### src/sv/ssort_pkg.sv
// Package for the stepwise sort engine: sizes, codes and small helper functions.
// Depends on nothing; every other file of the block uses it.
package ssort_pkg;

   // Array geometry.
   localparam int COUNT      = 64;
   localparam int VALUE_BITS = 16;
   localparam int IDX_W      = $clog2(COUNT);
   localparam int POS_W      = IDX_W + 1;
   localparam int STK_W      = POS_W + 1;
   localparam int STK_CAP    = COUNT + 1;
   localparam int STK_AW     = $clog2(STK_CAP);
   localparam int DEP_W      = $clog2(STK_CAP + 1);
   localparam int CNT_W      = 32;

   // Field widths of the channels.
   localparam int FUNC_W  = 2;
   localparam int INDEX_W = 6;
   localparam int VALUE_W = 16;
   localparam int STEPS_W = 3;

   // Configuration port.
   localparam int CSR_IW = 1;
   localparam int CSR_DW = 4;
   localparam logic [CSR_IW-1:0] CSR_ALGORITHM = 1'd0;
   localparam logic [CSR_IW-1:0] CSR_SPEED     = 1'd1;

   localparam logic [CSR_DW-1:0] SPEED_MIN   = 4'd1;
   localparam logic [CSR_DW-1:0] SPEED_MAX   = 4'd12;
   localparam logic [CSR_DW-1:0] SPEED_RESET = 4'd7;

   // Function codes of a request.
   localparam logic [FUNC_W-1:0] FUNC_LOAD = 2'd0;
   localparam logic [FUNC_W-1:0] FUNC_TICK = 2'd1;
   localparam logic [FUNC_W-1:0] FUNC_READ = 2'd2;

   // Sort methods.
   localparam logic [1:0] ALG_BUBBLE = 2'd0;
   localparam logic [1:0] ALG_INSERT = 2'd1;
   localparam logic [1:0] ALG_SELECT = 2'd2;
   localparam logic [1:0] ALG_QUICK  = 2'd3;

   typedef logic [STK_W-1:0] bound_type;

   // Clamp a written speed into its legal range.
   function automatic logic [CSR_DW-1:0] speed_clamp(input logic [CSR_DW-1:0] s);
      logic [CSR_DW-1:0] r;
      r = s;
      if (s < SPEED_MIN) r = SPEED_MIN;
      if (s > SPEED_MAX) r = SPEED_MAX;
      return r;
   endfunction

   // Steps per tick: one plus speed divided by three, as a small table.
   function automatic logic [STEPS_W-1:0] steps_for(input logic [CSR_DW-1:0] s);
      logic [STEPS_W-1:0] r;
      case (s)
         4'd0, 4'd1, 4'd2:    r = 3'd1;
         4'd3, 4'd4, 4'd5:    r = 3'd2;
         4'd6, 4'd7, 4'd8:    r = 3'd3;
         4'd9, 4'd10, 4'd11:  r = 3'd4;
         default:             r = 3'd5;
      endcase
      return r;
   endfunction

   // Saturating increment of an event counter.
   function automatic logic [CNT_W-1:0] sat_inc(input logic [CNT_W-1:0] c);
      return (c == '1) ? c : c + 1'b1;
   endfunction

endpackage

### src/sv/ssort_req_if.sv
// Request channel of the sort engine: valid/ready handshake with func, index and value.
// Depends on ssort_pkg for the field widths.
interface ssort_req_if;
   logic                          valid;
   logic                          ready;
   logic [ssort_pkg::FUNC_W-1:0]  func;
   logic [ssort_pkg::INDEX_W-1:0] index;
   logic [ssort_pkg::VALUE_W-1:0] value;

   modport source (output valid, func, index, value, input ready);
   modport sink   (input valid, func, index, value, output ready);
endinterface

### src/sv/ssort_rsp_if.sv
// Response channel of the sort engine: valid/ready handshake with the step report.
// Depends on ssort_pkg for the field widths.
interface ssort_rsp_if;
   logic                          valid;
   logic                          ready;
   logic [ssort_pkg::VALUE_W-1:0] read_value;
   logic [ssort_pkg::INDEX_W-1:0] first_index;
   logic [ssort_pkg::INDEX_W-1:0] second_index;
   logic                          indices_valid;
   logic                          swapped;
   logic                          finished;
   logic [ssort_pkg::CNT_W-1:0]   compare_count;
   logic [ssort_pkg::CNT_W-1:0]   swap_count;
   logic                          last_of_run;

   modport source (output valid, read_value, first_index, second_index, indices_valid,
                   swapped, finished, compare_count, swap_count, last_of_run,
                   input ready);
   modport sink   (input valid, read_value, first_index, second_index, indices_valid,
                   swapped, finished, compare_count, swap_count, last_of_run,
                   output ready);
endinterface

### src/sv/stepwise_multi_algorithm_sorter.sv
// Stepwise in-place sort engine: element memory, range stack memory and step sequencer.
// Depends on ssort_pkg, ssort_req_if and ssort_rsp_if.
//
// The block holds 64 sixteen-bit elements in a synchronous memory with one write and one
// registered read port and sorts them in place by bubble, insertion, selection or Lomuto
// quicksort, one step per result. A load writes its element and a read waits for the
// registered read data before the result is offered. A tick gives 1 + speed/3 results;
// a comparison step reads both elements (S_RDA, S_RDB, S_EVAL) and a step that swaps
// writes both back as well (S_WRA, S_WRB). In quicksort a step that has to look for the
// next open range pops stack entries (S_POP, S_POPCHK) until one holds more than one
// element. Results sit in an output register, so the sequencer only waits when that
// register is still full. Requests are taken one at a time, when the sequencer is idle.
module stepwise_multi_algorithm_sorter (
   input  logic                           clock,
   input  logic                           reset,
   input  logic                           csr_we,
   input  logic [ssort_pkg::CSR_IW-1:0]   csr_index,
   input  logic [ssort_pkg::CSR_DW-1:0]   csr_wdata,
   ssort_req_if.sink                      req,
   ssort_rsp_if.source                    rsp
);
   import ssort_pkg::*;

   localparam logic [3:0] S_IDLE   = 4'd0;
   localparam logic [3:0] S_RDWAIT = 4'd1;
   localparam logic [3:0] S_STEP   = 4'd2;
   localparam logic [3:0] S_POP    = 4'd3;
   localparam logic [3:0] S_POPCHK = 4'd4;
   localparam logic [3:0] S_PUSH   = 4'd5;
   localparam logic [3:0] S_RDA    = 4'd6;
   localparam logic [3:0] S_RDB    = 4'd7;
   localparam logic [3:0] S_EVAL   = 4'd8;
   localparam logic [3:0] S_WRA    = 4'd9;
   localparam logic [3:0] S_WRB    = 4'd10;
   localparam logic [3:0] S_EMIT   = 4'd11;

   localparam logic [POS_W:0] LAST_POS = (POS_W+1)'(COUNT - 1);
   localparam logic [POS_W:0] END_POS  = (POS_W+1)'(COUNT);

   // Memories.
   logic [VALUE_BITS-1:0] elem_mem [COUNT];
   logic [2*STK_W-1:0]    stk_mem  [STK_CAP];

   // Sequencer and sort state.
   logic [3:0]            state_ff, state_in;
   logic [1:0]            alg_ff, alg_in;
   logic [CSR_DW-1:0]     speed_ff, speed_in;
   logic [POS_W-1:0]      outer_ff, outer_in;
   logic [POS_W-1:0]      inner_ff, inner_in;
   logic [POS_W-1:0]      best_ff, best_in;
   logic                  ra_ff, ra_in;
   bound_type             lo_ff, lo_in;
   bound_type             hi_ff, hi_in;
   logic [DEP_W-1:0]      depth_ff, depth_in;
   logic                  fresh_ff, fresh_in;
   logic [CNT_W-1:0]      cmp_ff, cmp_in;
   logic [CNT_W-1:0]      swp_ff, swp_in;
   logic                  sorted_ff, sorted_in;
   logic [STEPS_W-1:0]    steps_ff, steps_in;
   logic [IDX_W-1:0]      a_ff, a_in;
   logic [IDX_W-1:0]      b_ff, b_in;
   logic [VALUE_BITS-1:0] va_ff, va_in;
   logic [VALUE_BITS-1:0] vb_ff, vb_in;
   logic                  cmpmode_ff, cmpmode_in;
   logic                  iv_ff, iv_in;
   logic                  sw_ff, sw_in;
   logic [IDX_W-1:0]      fa_ff, fa_in;
   logic [IDX_W-1:0]      fb_ff, fb_in;
   logic [VALUE_BITS-1:0] rv_ff, rv_in;

   // Output register.
   logic                  ov_ff;
   logic [VALUE_W-1:0]    o_rv_ff;
   logic [INDEX_W-1:0]    o_fa_ff, o_fb_ff;
   logic                  o_iv_ff, o_sw_ff, o_fin_ff, o_last_ff;
   logic [CNT_W-1:0]      o_cmp_ff, o_swp_ff;

   // Memory ports.
   logic                  mem_we;
   logic [IDX_W-1:0]      mem_wa, rd_addr;
   logic [VALUE_BITS-1:0] mem_wd, rd_data_ff;
   logic                  stk_we;
   logic [STK_AW-1:0]     stk_wa, stk_ra;
   logic [2*STK_W-1:0]    stk_wd, stk_rd_ff;

   logic                  out_free, out_load, do_restart;
   logic [POS_W-1:0]      o_eff, j_eff, b_eff;
   logic [POS_W:0]        sum_w;
   bound_type             ent_lo, ent_hi;

   assign out_free = !ov_ff || rsp.ready;

   // Sequencer next-state logic.
   always_comb begin
      state_in   = state_ff;
      alg_in     = alg_ff;
      speed_in   = speed_ff;
      outer_in   = outer_ff;
      inner_in   = inner_ff;
      best_in    = best_ff;
      ra_in      = ra_ff;
      lo_in      = lo_ff;
      hi_in      = hi_ff;
      depth_in   = depth_ff;
      fresh_in   = fresh_ff;
      cmp_in     = cmp_ff;
      swp_in     = swp_ff;
      sorted_in  = sorted_ff;
      steps_in   = steps_ff;
      a_in       = a_ff;
      b_in       = b_ff;
      va_in      = va_ff;
      vb_in      = vb_ff;
      cmpmode_in = cmpmode_ff;
      iv_in      = iv_ff;
      sw_in      = sw_ff;
      fa_in      = fa_ff;
      fb_in      = fb_ff;
      rv_in      = rv_ff;
      mem_we     = 1'b0;
      mem_wa     = a_ff;
      mem_wd     = vb_ff;
      rd_addr    = a_ff;
      stk_we     = 1'b0;
      stk_wa     = STK_AW'(depth_ff - 1'b1);
      stk_wd     = '0;
      stk_ra     = STK_AW'(depth_ff - 1'b1);
      req.ready  = 1'b0;
      out_load   = 1'b0;
      do_restart = 1'b0;
      o_eff      = outer_ff;
      j_eff      = inner_ff;
      b_eff      = best_ff;
      sum_w      = '0;
      ent_lo     = stk_rd_ff[2*STK_W-1:STK_W];
      ent_hi     = stk_rd_ff[STK_W-1:0];

      case (state_ff)
         S_IDLE: begin
            req.ready = 1'b1;
            rd_addr   = IDX_W'(req.index);
            if (req.valid) begin
               iv_in    = 1'b0;
               sw_in    = 1'b0;
               fa_in    = '0;
               fb_in    = '0;
               rv_in    = '0;
               steps_in = STEPS_W'(1);
               case (req.func)
                  FUNC_LOAD: begin
                     mem_we     = 1'b1;
                     mem_wa     = IDX_W'(req.index);
                     mem_wd     = VALUE_BITS'(req.value);
                     do_restart = 1'b1;
                     state_in   = S_EMIT;
                  end
                  FUNC_TICK: begin
                     steps_in = steps_for(speed_ff);
                     state_in = S_STEP;
                  end
                  FUNC_READ: begin
                     state_in = S_RDWAIT;
                  end
                  default: ;
               endcase
            end
         end

         S_RDWAIT: begin
            rv_in    = rd_data_ff;
            state_in = S_EMIT;
         end

         // Decide what this step does and start its element accesses.
         S_STEP: begin
            iv_in = 1'b0;
            sw_in = 1'b0;
            fa_in = '0;
            fb_in = '0;
            if (sorted_ff) begin
               state_in = S_EMIT;
            end else begin
               case (alg_ff)
                  ALG_BUBBLE: begin
                     if ({1'b0, outer_ff} >= LAST_POS) begin
                        sorted_in = 1'b1;
                        state_in  = S_EMIT;
                     end else begin
                        a_in       = inner_ff[IDX_W-1:0];
                        b_in       = IDX_W'(inner_ff + 1'b1);
                        cmpmode_in = 1'b1;
                        state_in   = S_RDA;
                     end
                  end
                  ALG_INSERT: begin
                     if ({1'b0, outer_ff} >= END_POS) begin
                        sorted_in = 1'b1;
                        state_in  = S_EMIT;
                     end else begin
                        if (outer_ff == '0) begin
                           o_eff = POS_W'(1);
                           j_eff = POS_W'(1);
                        end
                        if (j_eff != '0) begin
                           outer_in   = o_eff;
                           inner_in   = j_eff;
                           a_in       = j_eff[IDX_W-1:0];
                           b_in       = IDX_W'(j_eff - 1'b1);
                           cmpmode_in = 1'b1;
                           state_in   = S_RDA;
                        end else begin
                           sum_w     = {1'b0, o_eff} + 1'b1;
                           outer_in  = POS_W'(sum_w);
                           inner_in  = POS_W'(sum_w);
                           sorted_in = (sum_w >= END_POS);
                           state_in  = S_EMIT;
                        end
                     end
                  end
                  ALG_SELECT: begin
                     if ({1'b0, outer_ff} >= LAST_POS) begin
                        sorted_in = 1'b1;
                        state_in  = S_EMIT;
                     end else begin
                        if (inner_ff == '0 && !ra_ff) begin
                           b_eff = outer_ff;
                           j_eff = outer_ff + 1'b1;
                        end
                        best_in = b_eff;
                        if ({1'b0, j_eff} < END_POS) begin
                           inner_in   = j_eff;
                           a_in       = j_eff[IDX_W-1:0];
                           b_in       = b_eff[IDX_W-1:0];
                           cmpmode_in = 1'b1;
                           state_in   = S_RDA;
                        end else begin
                           outer_in = outer_ff + 1'b1;
                           inner_in = '0;
                           ra_in    = 1'b0;
                           if (b_eff != outer_ff) begin
                              sw_in      = (swp_ff != '1);
                              swp_in     = sat_inc(swp_ff);
                              a_in       = outer_ff[IDX_W-1:0];
                              b_in       = b_eff[IDX_W-1:0];
                              cmpmode_in = 1'b0;
                              state_in   = S_RDA;
                           end else begin
                              state_in = S_EMIT;
                           end
                        end
                     end
                  end
                  default: begin
                     if (!ra_ff) begin
                        state_in = S_POP;
                     end else if ({1'b0, outer_ff} < hi_ff) begin
                        a_in       = outer_ff[IDX_W-1:0];
                        b_in       = hi_ff[IDX_W-1:0];
                        cmpmode_in = 1'b1;
                        state_in   = S_RDA;
                     end else begin
                        // Pivot placement: the range splits around the pivot's slot.
                        sw_in      = (swp_ff != '1);
                        swp_in     = sat_inc(swp_ff);
                        stk_we     = 1'b1;
                        stk_wa     = STK_AW'(depth_ff - 1'b1);
                        stk_wd     = {lo_ff, STK_W'({1'b0, inner_ff}) - 1'b1};
                        if (depth_ff == DEP_W'(1)) fresh_in = 1'b0;
                        ra_in      = 1'b0;
                        a_in       = inner_ff[IDX_W-1:0];
                        b_in       = hi_ff[IDX_W-1:0];
                        cmpmode_in = 1'b0;
                        state_in   = S_PUSH;
                     end
                  end
               endcase
            end
         end

         S_PUSH: begin
            if (depth_ff < DEP_W'(STK_CAP)) begin
               stk_we   = 1'b1;
               stk_wa   = STK_AW'(depth_ff);
               stk_wd   = {STK_W'({1'b0, inner_ff}) + 1'b1, hi_ff};
               depth_in = depth_ff + 1'b1;
            end
            state_in = S_RDA;
         end

         // Pop ranges until one with more than one element turns up.
         S_POP: begin
            if (depth_ff == '0) begin
               sorted_in = 1'b1;
               state_in  = S_EMIT;
            end else begin
               depth_in = depth_ff - 1'b1;
               state_in = S_POPCHK;
            end
         end

         S_POPCHK: begin
            if (depth_ff == '0 && fresh_ff) begin
               ent_lo = '0;
               ent_hi = STK_W'(COUNT - 1);
            end
            if ($signed(ent_lo) < $signed(ent_hi)) begin
               outer_in = POS_W'(ent_lo);
               inner_in = POS_W'(ent_lo);
               best_in  = POS_W'(ent_hi);
               lo_in    = ent_lo;
               hi_in    = ent_hi;
               ra_in    = 1'b1;
               depth_in = depth_ff + 1'b1;
               state_in = S_STEP;
            end else begin
               state_in = S_POP;
            end
         end

         S_RDA: begin
            rd_addr  = a_ff;
            state_in = S_RDB;
         end

         S_RDB: begin
            rd_addr  = b_ff;
            va_in    = rd_data_ff;
            state_in = S_EVAL;
         end

         // Second operand arrives: compare, or go straight to the write-back.
         S_EVAL: begin
            vb_in = rd_data_ff;
            if (!cmpmode_ff) begin
               state_in = S_WRA;
            end else begin
               iv_in  = 1'b1;
               fa_in  = a_ff;
               fb_in  = b_ff;
               cmp_in = sat_inc(cmp_ff);
               case (alg_ff)
                  ALG_BUBBLE: begin
                     sum_w = {1'b0, inner_ff} + 1'b1 + {1'b0, outer_ff};
                     if (sum_w >= LAST_POS) begin
                        inner_in = '0;
                        outer_in = outer_ff + 1'b1;
                     end else begin
                        inner_in = inner_ff + 1'b1;
                     end
                     if (va_ff > rd_data_ff) begin
                        sw_in    = (swp_ff != '1);
                        swp_in   = sat_inc(swp_ff);
                        state_in = S_WRA;
                     end else begin
                        state_in = S_EMIT;
                     end
                  end
                  ALG_INSERT: begin
                     if (va_ff < rd_data_ff) begin
                        sw_in    = (swp_ff != '1);
                        swp_in   = sat_inc(swp_ff);
                        inner_in = inner_ff - 1'b1;
                        state_in = S_WRA;
                     end else begin
                        sum_w     = {1'b0, outer_ff} + 1'b1;
                        outer_in  = POS_W'(sum_w);
                        inner_in  = POS_W'(sum_w);
                        sorted_in = (sum_w >= END_POS);
                        state_in  = S_EMIT;
                     end
                  end
                  ALG_SELECT: begin
                     if (va_ff < rd_data_ff) best_in = POS_W'(a_ff);
                     inner_in = inner_ff + 1'b1;
                     state_in = S_EMIT;
                  end
                  default: begin
                     outer_in = outer_ff + 1'b1;
                     state_in = S_EMIT;
                     if (va_ff < rd_data_ff) begin
                        inner_in = inner_ff + 1'b1;
                        if (outer_ff != inner_ff) begin
                           sw_in      = (swp_ff != '1);
                           swp_in     = sat_inc(swp_ff);
                           a_in       = outer_ff[IDX_W-1:0];
                           b_in       = inner_ff[IDX_W-1:0];
                           cmpmode_in = 1'b0;
                           state_in   = S_RDA;
                        end
                     end
                  end
               endcase
            end
         end

         S_WRA: begin
            mem_we   = 1'b1;
            mem_wa   = a_ff;
            mem_wd   = vb_ff;
            state_in = S_WRB;
         end

         S_WRB: begin
            mem_we   = 1'b1;
            mem_wa   = b_ff;
            mem_wd   = va_ff;
            state_in = S_EMIT;
         end

         // Hand the report to the output register, then run the next step if any.
         S_EMIT: begin
            if (out_free) begin
               out_load = 1'b1;
               if (steps_ff > STEPS_W'(1)) begin
                  steps_in = steps_ff - 1'b1;
                  state_in = S_STEP;
               end else begin
                  state_in = S_IDLE;
               end
            end
         end

         default: state_in = S_IDLE;
      endcase

      // Configuration writes; the algorithm register restarts the sorter.
      if (csr_we) begin
         case (csr_index)
            CSR_ALGORITHM: begin
               alg_in     = csr_wdata[1:0];
               do_restart = 1'b1;
            end
            CSR_SPEED: speed_in = speed_clamp(csr_wdata);
            default: ;
         endcase
      end

      if (do_restart) begin
         outer_in  = '0;
         inner_in  = '0;
         ra_in     = 1'b0;
         best_in   = '0;
         depth_in  = DEP_W'(1);
         fresh_in  = 1'b1;
         cmp_in    = '0;
         swp_in    = '0;
         sorted_in = 1'b0;
      end
   end

   // Control and sort state registers.
   always_ff @(posedge clock) begin
      if (reset) begin
         state_ff  <= S_IDLE;
         alg_ff    <= ALG_BUBBLE;
         speed_ff  <= SPEED_RESET;
         outer_ff  <= '0;
         inner_ff  <= '0;
         best_ff   <= '0;
         ra_ff     <= 1'b0;
         depth_ff  <= DEP_W'(1);
         fresh_ff  <= 1'b1;
         cmp_ff    <= '0;
         swp_ff    <= '0;
         sorted_ff <= 1'b0;
         steps_ff  <= '0;
         ov_ff     <= 1'b0;
      end else begin
         state_ff  <= state_in;
         alg_ff    <= alg_in;
         speed_ff  <= speed_in;
         outer_ff  <= outer_in;
         inner_ff  <= inner_in;
         best_ff   <= best_in;
         ra_ff     <= ra_in;
         depth_ff  <= depth_in;
         fresh_ff  <= fresh_in;
         cmp_ff    <= cmp_in;
         swp_ff    <= swp_in;
         sorted_ff <= sorted_in;
         steps_ff  <= steps_in;
         if (out_load)       ov_ff <= 1'b1;
         else if (rsp.ready) ov_ff <= 1'b0;
      end
   end

   // Payload registers.
   always_ff @(posedge clock) begin
      lo_ff      <= lo_in;
      hi_ff      <= hi_in;
      a_ff       <= a_in;
      b_ff       <= b_in;
      va_ff      <= va_in;
      vb_ff      <= vb_in;
      cmpmode_ff <= cmpmode_in;
      iv_ff      <= iv_in;
      sw_ff      <= sw_in;
      fa_ff      <= fa_in;
      fb_ff      <= fb_in;
      rv_ff      <= rv_in;
      if (out_load) begin
         o_rv_ff   <= VALUE_W'(rv_ff);
         o_fa_ff   <= INDEX_W'(fa_ff);
         o_fb_ff   <= INDEX_W'(fb_ff);
         o_iv_ff   <= iv_ff;
         o_sw_ff   <= sw_ff;
         o_fin_ff  <= sorted_ff;
         o_cmp_ff  <= cmp_ff;
         o_swp_ff  <= swp_ff;
         o_last_ff <= (steps_ff == STEPS_W'(1));
      end
   end

   // Element memory: one write and one registered read a cycle.
   always_ff @(posedge clock) begin
      if (mem_we) elem_mem[mem_wa] <= mem_wd;
      rd_data_ff <= elem_mem[rd_addr];
   end

   // Range stack memory: lower bound in the upper half of each entry.
   always_ff @(posedge clock) begin
      if (stk_we) stk_mem[stk_wa] <= stk_wd;
      stk_rd_ff <= stk_mem[stk_ra];
   end

   assign rsp.valid         = ov_ff;
   assign rsp.read_value    = o_rv_ff;
   assign rsp.first_index   = o_fa_ff;
   assign rsp.second_index  = o_fb_ff;
   assign rsp.indices_valid = o_iv_ff;
   assign rsp.swapped       = o_sw_ff;
   assign rsp.finished      = o_fin_ff;
   assign rsp.compare_count = o_cmp_ff;
   assign rsp.swap_count    = o_swp_ff;
   assign rsp.last_of_run   = o_last_ff;

endmodule
### src/flat_wrapper.sv
// flat-port wrapper written by rule: the top's interface ports become plain ports
module stepwise_multi_algorithm_sorter_flat import ssort_pkg::*;
  (clock, reset, csr_we, csr_index, csr_wdata, req_valid, req_func, req_index, req_value, req_ready, rsp_valid, rsp_read_value, rsp_first_index, rsp_second_index, rsp_indices_valid, rsp_swapped, rsp_finished, rsp_compare_count, rsp_swap_count, rsp_last_of_run, rsp_ready);
  ssort_req_if req_i ();
  ssort_rsp_if rsp_i ();
  input  logic clock;
  input  logic reset;
  input  logic csr_we;
  input  logic [ssort_pkg::CSR_IW-1:0] csr_index;
  input  logic [ssort_pkg::CSR_DW-1:0] csr_wdata;
  input wire logic [$bits(req_i.valid)-1:0] req_valid;
  input wire logic [$bits(req_i.func)-1:0] req_func;
  input wire logic [$bits(req_i.index)-1:0] req_index;
  input wire logic [$bits(req_i.value)-1:0] req_value;
  output wire logic [$bits(req_i.ready)-1:0] req_ready;
  output wire logic [$bits(rsp_i.valid)-1:0] rsp_valid;
  output wire logic [$bits(rsp_i.read_value)-1:0] rsp_read_value;
  output wire logic [$bits(rsp_i.first_index)-1:0] rsp_first_index;
  output wire logic [$bits(rsp_i.second_index)-1:0] rsp_second_index;
  output wire logic [$bits(rsp_i.indices_valid)-1:0] rsp_indices_valid;
  output wire logic [$bits(rsp_i.swapped)-1:0] rsp_swapped;
  output wire logic [$bits(rsp_i.finished)-1:0] rsp_finished;
  output wire logic [$bits(rsp_i.compare_count)-1:0] rsp_compare_count;
  output wire logic [$bits(rsp_i.swap_count)-1:0] rsp_swap_count;
  output wire logic [$bits(rsp_i.last_of_run)-1:0] rsp_last_of_run;
  input wire logic [$bits(rsp_i.ready)-1:0] rsp_ready;
  assign req_i.valid = req_valid;
  assign req_i.func = req_func;
  assign req_i.index = req_index;
  assign req_i.value = req_value;
  assign req_ready = req_i.ready;
  assign rsp_valid = rsp_i.valid;
  assign rsp_read_value = rsp_i.read_value;
  assign rsp_first_index = rsp_i.first_index;
  assign rsp_second_index = rsp_i.second_index;
  assign rsp_indices_valid = rsp_i.indices_valid;
  assign rsp_swapped = rsp_i.swapped;
  assign rsp_finished = rsp_i.finished;
  assign rsp_compare_count = rsp_i.compare_count;
  assign rsp_swap_count = rsp_i.swap_count;
  assign rsp_last_of_run = rsp_i.last_of_run;
  assign rsp_i.ready = rsp_ready;
  stepwise_multi_algorithm_sorter u_core (.clock(clock), .reset(reset), .csr_we(csr_we), .csr_index(csr_index), .csr_wdata(csr_wdata), .req(req_i), .rsp(rsp_i));
endmodule
### config.mk
export PLATFORM = sky130hd
export DESIGN_NAME = stepwise_multi_algorithm_sorter_flat
export DESIGN_NICKNAME = d
export VERILOG_FILES = /design/src/sv/ssort_pkg.sv /design/src/sv/ssort_req_if.sv /design/src/sv/ssort_rsp_if.sv /design/src/sv/stepwise_multi_algorithm_sorter.sv /design/src/flat_wrapper.sv
export SDC_FILE = /design/constraint.sdc
export NUM_CORES = 2
export LEC_CHECK = 0
export BUFFER_PORTS_ARGS = -buffer_cell sky130_fd_sc_hd__buf_2
export CAP_MARGIN = 10
export CORE_MARGIN = 4
export CORE_UTILIZATION = 40
export DETAILED_ROUTE_END_ITERATION = 12
export SYNTH_ARGS = -nofsm -noshare
export SYNTH_HDL_FRONTEND = slang
export SYNTH_SLANG_ARGS = --single-unit
### constraint.sdc
create_clock -name clock -period 8.4 [get_ports clock]
set_clock_uncertainty 0.05 [all_clocks]
set_input_delay 1.68 -clock clock [delete_from_list [all_inputs] [get_ports clock]]
set_output_delay 1.68 -clock clock [all_outputs]
set_load 0.02 [all_outputs]
======== Word-level counts from Yosys, hierarchy flattened ========
Memory sizes are Yosys's and may differ from the RTL's. A register that Yosys moved wholly into a read port is not among the register bits.
Cells that the tools add are included.
operators by class
  add/subtract/negate cells ............... 14
  $lt $le $gt $ge ......................... 14
  equal/unequal tests ..................... 60
  multiplexer cells ....................... 228
  bitwise logic cells ..................... 5
  reduce and logical (&&, ||, !) cells .... 46
operators by type and width
  kind                     count
  $mux W32                 12
  $mux W7                  50
  $mux W6                  30
  $mux W16                 8
  $pmux W32 S2             2
  $pmux W7 S3              6
  $pmux W16 S2             3
  $pmux W32 S3             1
  $mux W4                  18
  $pmux W6 S3              4
  $add A32 B1 Y32 const B  2
  $eq A32 B32 Y1 const B   2
  $mux W1                  59
  $pmux W6 S2              4
  $pmux W4 S11             1
  $pmux W4 S3              3
  $mux W8                  4
  $ne A32 B32 Y1 const B   1
  $reduce_and A8 Y1        4
  $pmux W7 S2              2
  $add A7 B1 Y8 const B    3
  $ne A2 B1 Y1 const B     11
  $add A7 B1 Y7 const B    3
  $logic_not A7 Y1         3
  57 further kinds         131
storage, ports and cells
  flip-flop bits (word level) ............. 296
  memory bits (writable) .................. 2064
  bits in read-only memories .............. 48
  input bits .............................. 34
  output and inout bits ................... 98
  logic and storage cells ................. 405
  memories kept ........................... 3
memories
  name              words  bits a word  read ports  clocked after memory_dff  wr ports  RTL line                               RTL
  u_core.stk_mem    65     16           1           1                         1         stepwise_multi_algorithm_sorter.sv:42  logic [2*STK_W-1:0] stk_mem [STK_CAP];
  u_core.elem_mem   64     16           1           1                         1         stepwise_multi_algorithm_sorter.sv:41  logic [VALUE_BITS-1:0] elem_mem [COUNT];
  (name not given)  16     3            1           1                         0         ssort_pkg.sv:57                        case (s)

======== Depth between registers and ports, before layout ========
  depth after elaboration ................. 14
  mapped depth ............................ 19
  mapped depth without buffers ............ 15

======== Least setup slack after synthesis ========
Ideal clock, no wire load.
  path type ............................... input port to flip-flop
  start ................................... input rsp_ready
  end ..................................... register u_core.o_cmp_ff[0] (netlist: u_core.rsp.compare_count[0]), enable pin
  library setup time ...................... 0.552 ns
  arrival time ............................ 5.741 ns
  required time ........................... 7.798 ns
  setup slack ............................. 2.057 ns
  cell stages on the path ................. 2
  path buffers ............................ 0
  cell sequence ........................... nor2b_1 nor2_1
on the way
  cells in the longest elaborated chain, start to end .. 3
ends and longest elaborated chain
  item                    RTL line                                RTL
  start: declaration      flat_wrapper.sv:26                      input wire logic [$bits(rsp_i.ready)-1:0] rsp_ready;
  $logic_or A1 B1 Y1      stepwise_multi_algorithm_sorter.sv:91   assign out_free = !ov_ff || rsp.ready;
  $mux W1                 stepwise_multi_algorithm_sorter.sv:412  if (out_free) begin
  $mux W1                 stepwise_multi_algorithm_sorter.sv:138  case (state_ff)
  via u_core.out_load     stepwise_multi_algorithm_sorter.sv:86   logic out_free, out_load, do_restart;
  end signal: assignment  stepwise_multi_algorithm_sorter.sv:508  o_cmp_ff <= cmp_ff;
  end: declaration        stepwise_multi_algorithm_sorter.sv:76   logic [CNT_W-1:0] o_cmp_ff, o_swp_ff;
The timed path passes the listed nets, and every way through them passes these cells.
A chain may end at the register's enable or synchronous reset.

======== Worst setup path in the final report ========
  start ................................... register u_core.inner_ff[0]
  end ..................................... register u_core.inner_ff[0]
on the way
  cells in the longest elaborated chain, start to end .. 13
  elaborated cells between the ends (all ways) .. 31
  those cells by class .................... 4 x add/sub; 2 x order compare; 22 x mux; 3 x reduce/logical
ends and longest elaborated chain
  item                                                                    RTL line                                RTL
  start: declaration                                                      stepwise_multi_algorithm_sorter.sv:49   logic [POS_W-1:0] inner_ff, inner_in;
  start signal: assignment                                                stepwise_multi_algorithm_sorter.sv:473  inner_ff <= inner_in;
  parallel branches: the longest is 12 deep, another holds $add A7 B1 Y8  --
  $pmux W7 S3 *                                                           stepwise_multi_algorithm_sorter.sv:138
Mark *: on every way between the ends. The select of a mux whose other input is x is not followed.

==> results.ini <==
[layout]
layout-drive-gt1-share_pct=17.3
area_delta_synth_final_pct=13.6
nets=6526
design_area_sq_mm=0.109
nFillCells=20453
fin_cells=9803
utilization_pct=45.8

[synth]
netlist_instances=6201
synth-seq-cells=2395
syn_nets=6295
ys_dominant_reg_cell=edfxtp_1
ys_warn_count=0
synthArstFlopShare_pct=0
ys_seq_area_share_pct=73.4
syn_area_per_cell_sq_um=15.5
synth.distinct_cells=90
yosysTopAreaCell=edfxtp_1
netlist_area_sq_mm=0.0961
synth_edf_count=2251
synthTopCellsByArea=edfxtp_1 (70%), mux4_2 (7.9%), nand2_1 (4.5%), dfxtp_1 (3.0%), nand3_1 (2.5%)
synth_top_area_share_pct=70.4

[routing]
viasPerCell=5.74
wl_per_cell_um=26.4
firstDrtPassIters=6
drc=0
detail-route-antenna-nets=0
vias=56240
drt_iter0_drc=6990
drt_wl_total_um=259000

[pwr]
pwr-share-comb_pct=29.0
p_leak_nw=34.2
netSwitchingFraction_pct=35.1
p_per_area_mw_per_mm2=319
switchingPower_mw=12.2
intPower_mw=22.6
power_frac_clock_pct=30.1
seq_power_share_pct=40.9
vdd_ir_drop_max_uv=329
design_power_total_mw=34.8

[placed_design]
placed_cells=9362
placed_area_sq_mm=0.101
place_congestion=0.915
dp_slack_ns=2.69
dp.final_hpwl_um=159000
port_buffers=131

[critical_path]
arrival_ns=5.96
path_class=flip-flop to flip-flop
ff2ff_path_depth=12
start_kind=flip-flop
worstPathRequired_ns=9.12
end_kind=flip-flop
cp_max_fo=15

[hold_path]
hold_depth=0
hp-class=flip-flop to flip-flop

[floorplanning]
fp.dieW_um=498
die_area_sq_mm=0.248
num_rows=179
pin_count=132
core_sq_mm=0.239
start_util_pct=40.3
die_y_um=498

[sta]
slew_headroom_pct=10.1
hold_ws_ns=0.362
fin_crit_sh_pct=62.3
rsz0062_at_grt=no
fmax_mhz=191
hold_viol_final=0
fin_tns_setup_ns=0
period_needed_ns=5.24
setup_slack_ns=3.16
setup_viol=0
tightestPinTransition_ns=1.35
maxSlewViolCount=0

[status]
outcome=finished clean

[global_route]
grt_pass1_wl_um=380000
grt_start_max_net_pins=145
grt_pass1_vias=54041
grtUsageTotal_pct=20.5
antenna_found_initial=16
grt_overflow_total=0

[cts]
cts.sinks=2395
postCtsSetupRepairBufs=0
htreeDepth=4
clk_pin_slew_ns=0.06
cts_buffers=234
cts_tree=done
post_cts_resized=0
cts.path.max_buffers=3
clock_latency_ns=0.90
clockRootBuffer=clkbuf_16
hold_buffers=0

[job]
cap_viol_max_count=0

placed cells by master (no fill, tap or decap), types with 25 or more instances in the layout:
cell	n
clkbuf_16	234
clkinv_1	54
a32oi_1	40
inv_1	75
and3_1	37
clkbuf_1	37
nand3_1	471
nand4_1	162
or3_1	37
a31oi_1	41
nor4_1	28
a22oi_1	29
nand2_1	1129
mux2i_1	73
xor2_1	39
a21oi_1	94
nor2_1	259
buf_2	132
clkinv_2	49
dfxtp_1	142
buf_4	209
nand2b_1	26
mux2_2	25
o21ai_0	77
nor3_1	30
mux4_2	336
edfxtp_1	2251
o22ai_1	38
xnor2_1	29
ha_1	58
sequential cells by signal (all words and copies together) (netlist names), 8 cells and up, named ones only:
name / flops
u_core.cmp_ff: 32
u_core.elem_mem: 1024
u_core.hi_ff: 8
u_core.lo_ff: 8
u_core.rd_data_ff: 16
u_core.rsp.compare_count: 32
u_core.rsp.read_value: 16
u_core.rsp.swap_count: 32
u_core.rv_ff: 16
u_core.stk_mem: 1040
u_core.stk_rd_ff: 16
u_core.swp_ff: 32
u_core.va_ff: 16
u_core.vb_ff: 16
cell families after synthesis:
kind of cell               after synthesis  share of synthesized area [%]
muxes                                  434                           8.93
xor gates and xnor gates                73                          0.666
DFF                                   2395                           73.4
and+or+nand+nor                       2301                           10.8
buffers and inverters                  433                           1.83
AOI/OAI and AO/OA                      505                           3.61
adders and majority gates               60                          0.789
per-layer routing:
metal  track usage (%)  vias to the layer above  part of all wire [%]
met5                 0                        -                0.0050
met4              6.24                        2                   3.1
met3              3.68                      433                   8.2
met2              31.1                     2534                    45
met1              30.1                    28912                    43
li1                  -                    24359                     -
worst max-delay path, cell delays in order, from the launching register on:
cell       delay [ns]
dfxtp_1          0.91
ha_1             0.47
nand3_1          0.16
xnor2_1          0.55
ha_1             0.40
a21o_1           0.20
a2111oi_0        0.35
o21ai_0          0.16
or4_1            0.58
a41oi_1          0.39
nor2_1           0.20
a2111oi_0        0.54
a21oi_1          0.13
cells in the mapped netlist (10+ instances only):
| library cell | number |
|---|---|
| a41oi_1 | 18 |
| a22oi_1 | 29 |
| nand2_1 | 1146 |
| o221ai_1 | 13 |
| nor3_1 | 31 |
| a21o_1 | 13 |
| o22ai_1 | 43 |
| nor2_1 | 265 |
| nand4_1 | 162 |
| inv_1 | 75 |
| mux4_2 | 336 |
| or3_1 | 38 |
| nand2b_1 | 26 |
| and3_1 | 37 |
| and2_1 | 27 |
| o21ai_0 | 83 |
| a31oi_1 | 46 |
| ha_1 | 59 |
| edfxtp_1 | 2251 |
| clkbuf_1 | 234 |
| o211ai_1 | 12 |
| mux2_2 | 25 |
| buf_1 | 36 |
| buf_2 | 80 |
| a32oi_1 | 40 |
| mux2i_1 | 73 |
| xnor2_1 | 31 |
| nor2b_1 | 14 |
| o31ai_1 | 13 |
| nand3_1 | 471 |
| xor2_1 | 42 |
| dfxtp_1 | 144 |
| nor4_1 | 28 |
| a21oi_1 | 95 |
| a22o_1 | 10 |
path summary, 6_finish.rpt:
kind                                               to                            start  slack, ns
hold / removal    u_core.rsp.read_value[10]$_DFFE_PP_   u_core.rv_ff[10]$_SDFFCE_PN0P_       0.36
setup / recovery      u_core.inner_ff[0]$_SDFFE_PP0P_  u_core.inner_ff[0]$_SDFFE_PP0P_       3.16
setup reg to reg      u_core.inner_ff[0]$_SDFFE_PP0P_  u_core.inner_ff[0]$_SDFFE_PP0P_       3.16
hold reg to reg   u_core.rsp.read_value[10]$_DFFE_PP_   u_core.rv_ff[10]$_SDFFCE_PN0P_       0.36
power groups by stage:
stage / Combinational [mW] / Clock [mW] / Sequential, mW
final: 10.1 / 10.5 / 14.2
after global routing: 10.7 / 11.2 / 14.2
after CTS: 10.0 / 10.7 / 14.2
after detailed placement: 9.99 / 0 / 14.5
after global placement: 9.96 / 0 / 14.5
after floorplan: 6.16 / 0 / 14.3
cell type report:
class	instances	area, sq um	area share [%]
flip-flops and latches	2395	70500	64.6
multi-input cells	3373	24200	22.2
clock buffers	280	6120	5.61
well taps	3167	3960	3.63
repair buffers	352	2450	2.24
clock inverters	155	1640	1.50
inverters	76	285	0.261
diodes	5	12.5	0.0115
Power figures use the tool's default switching activity.
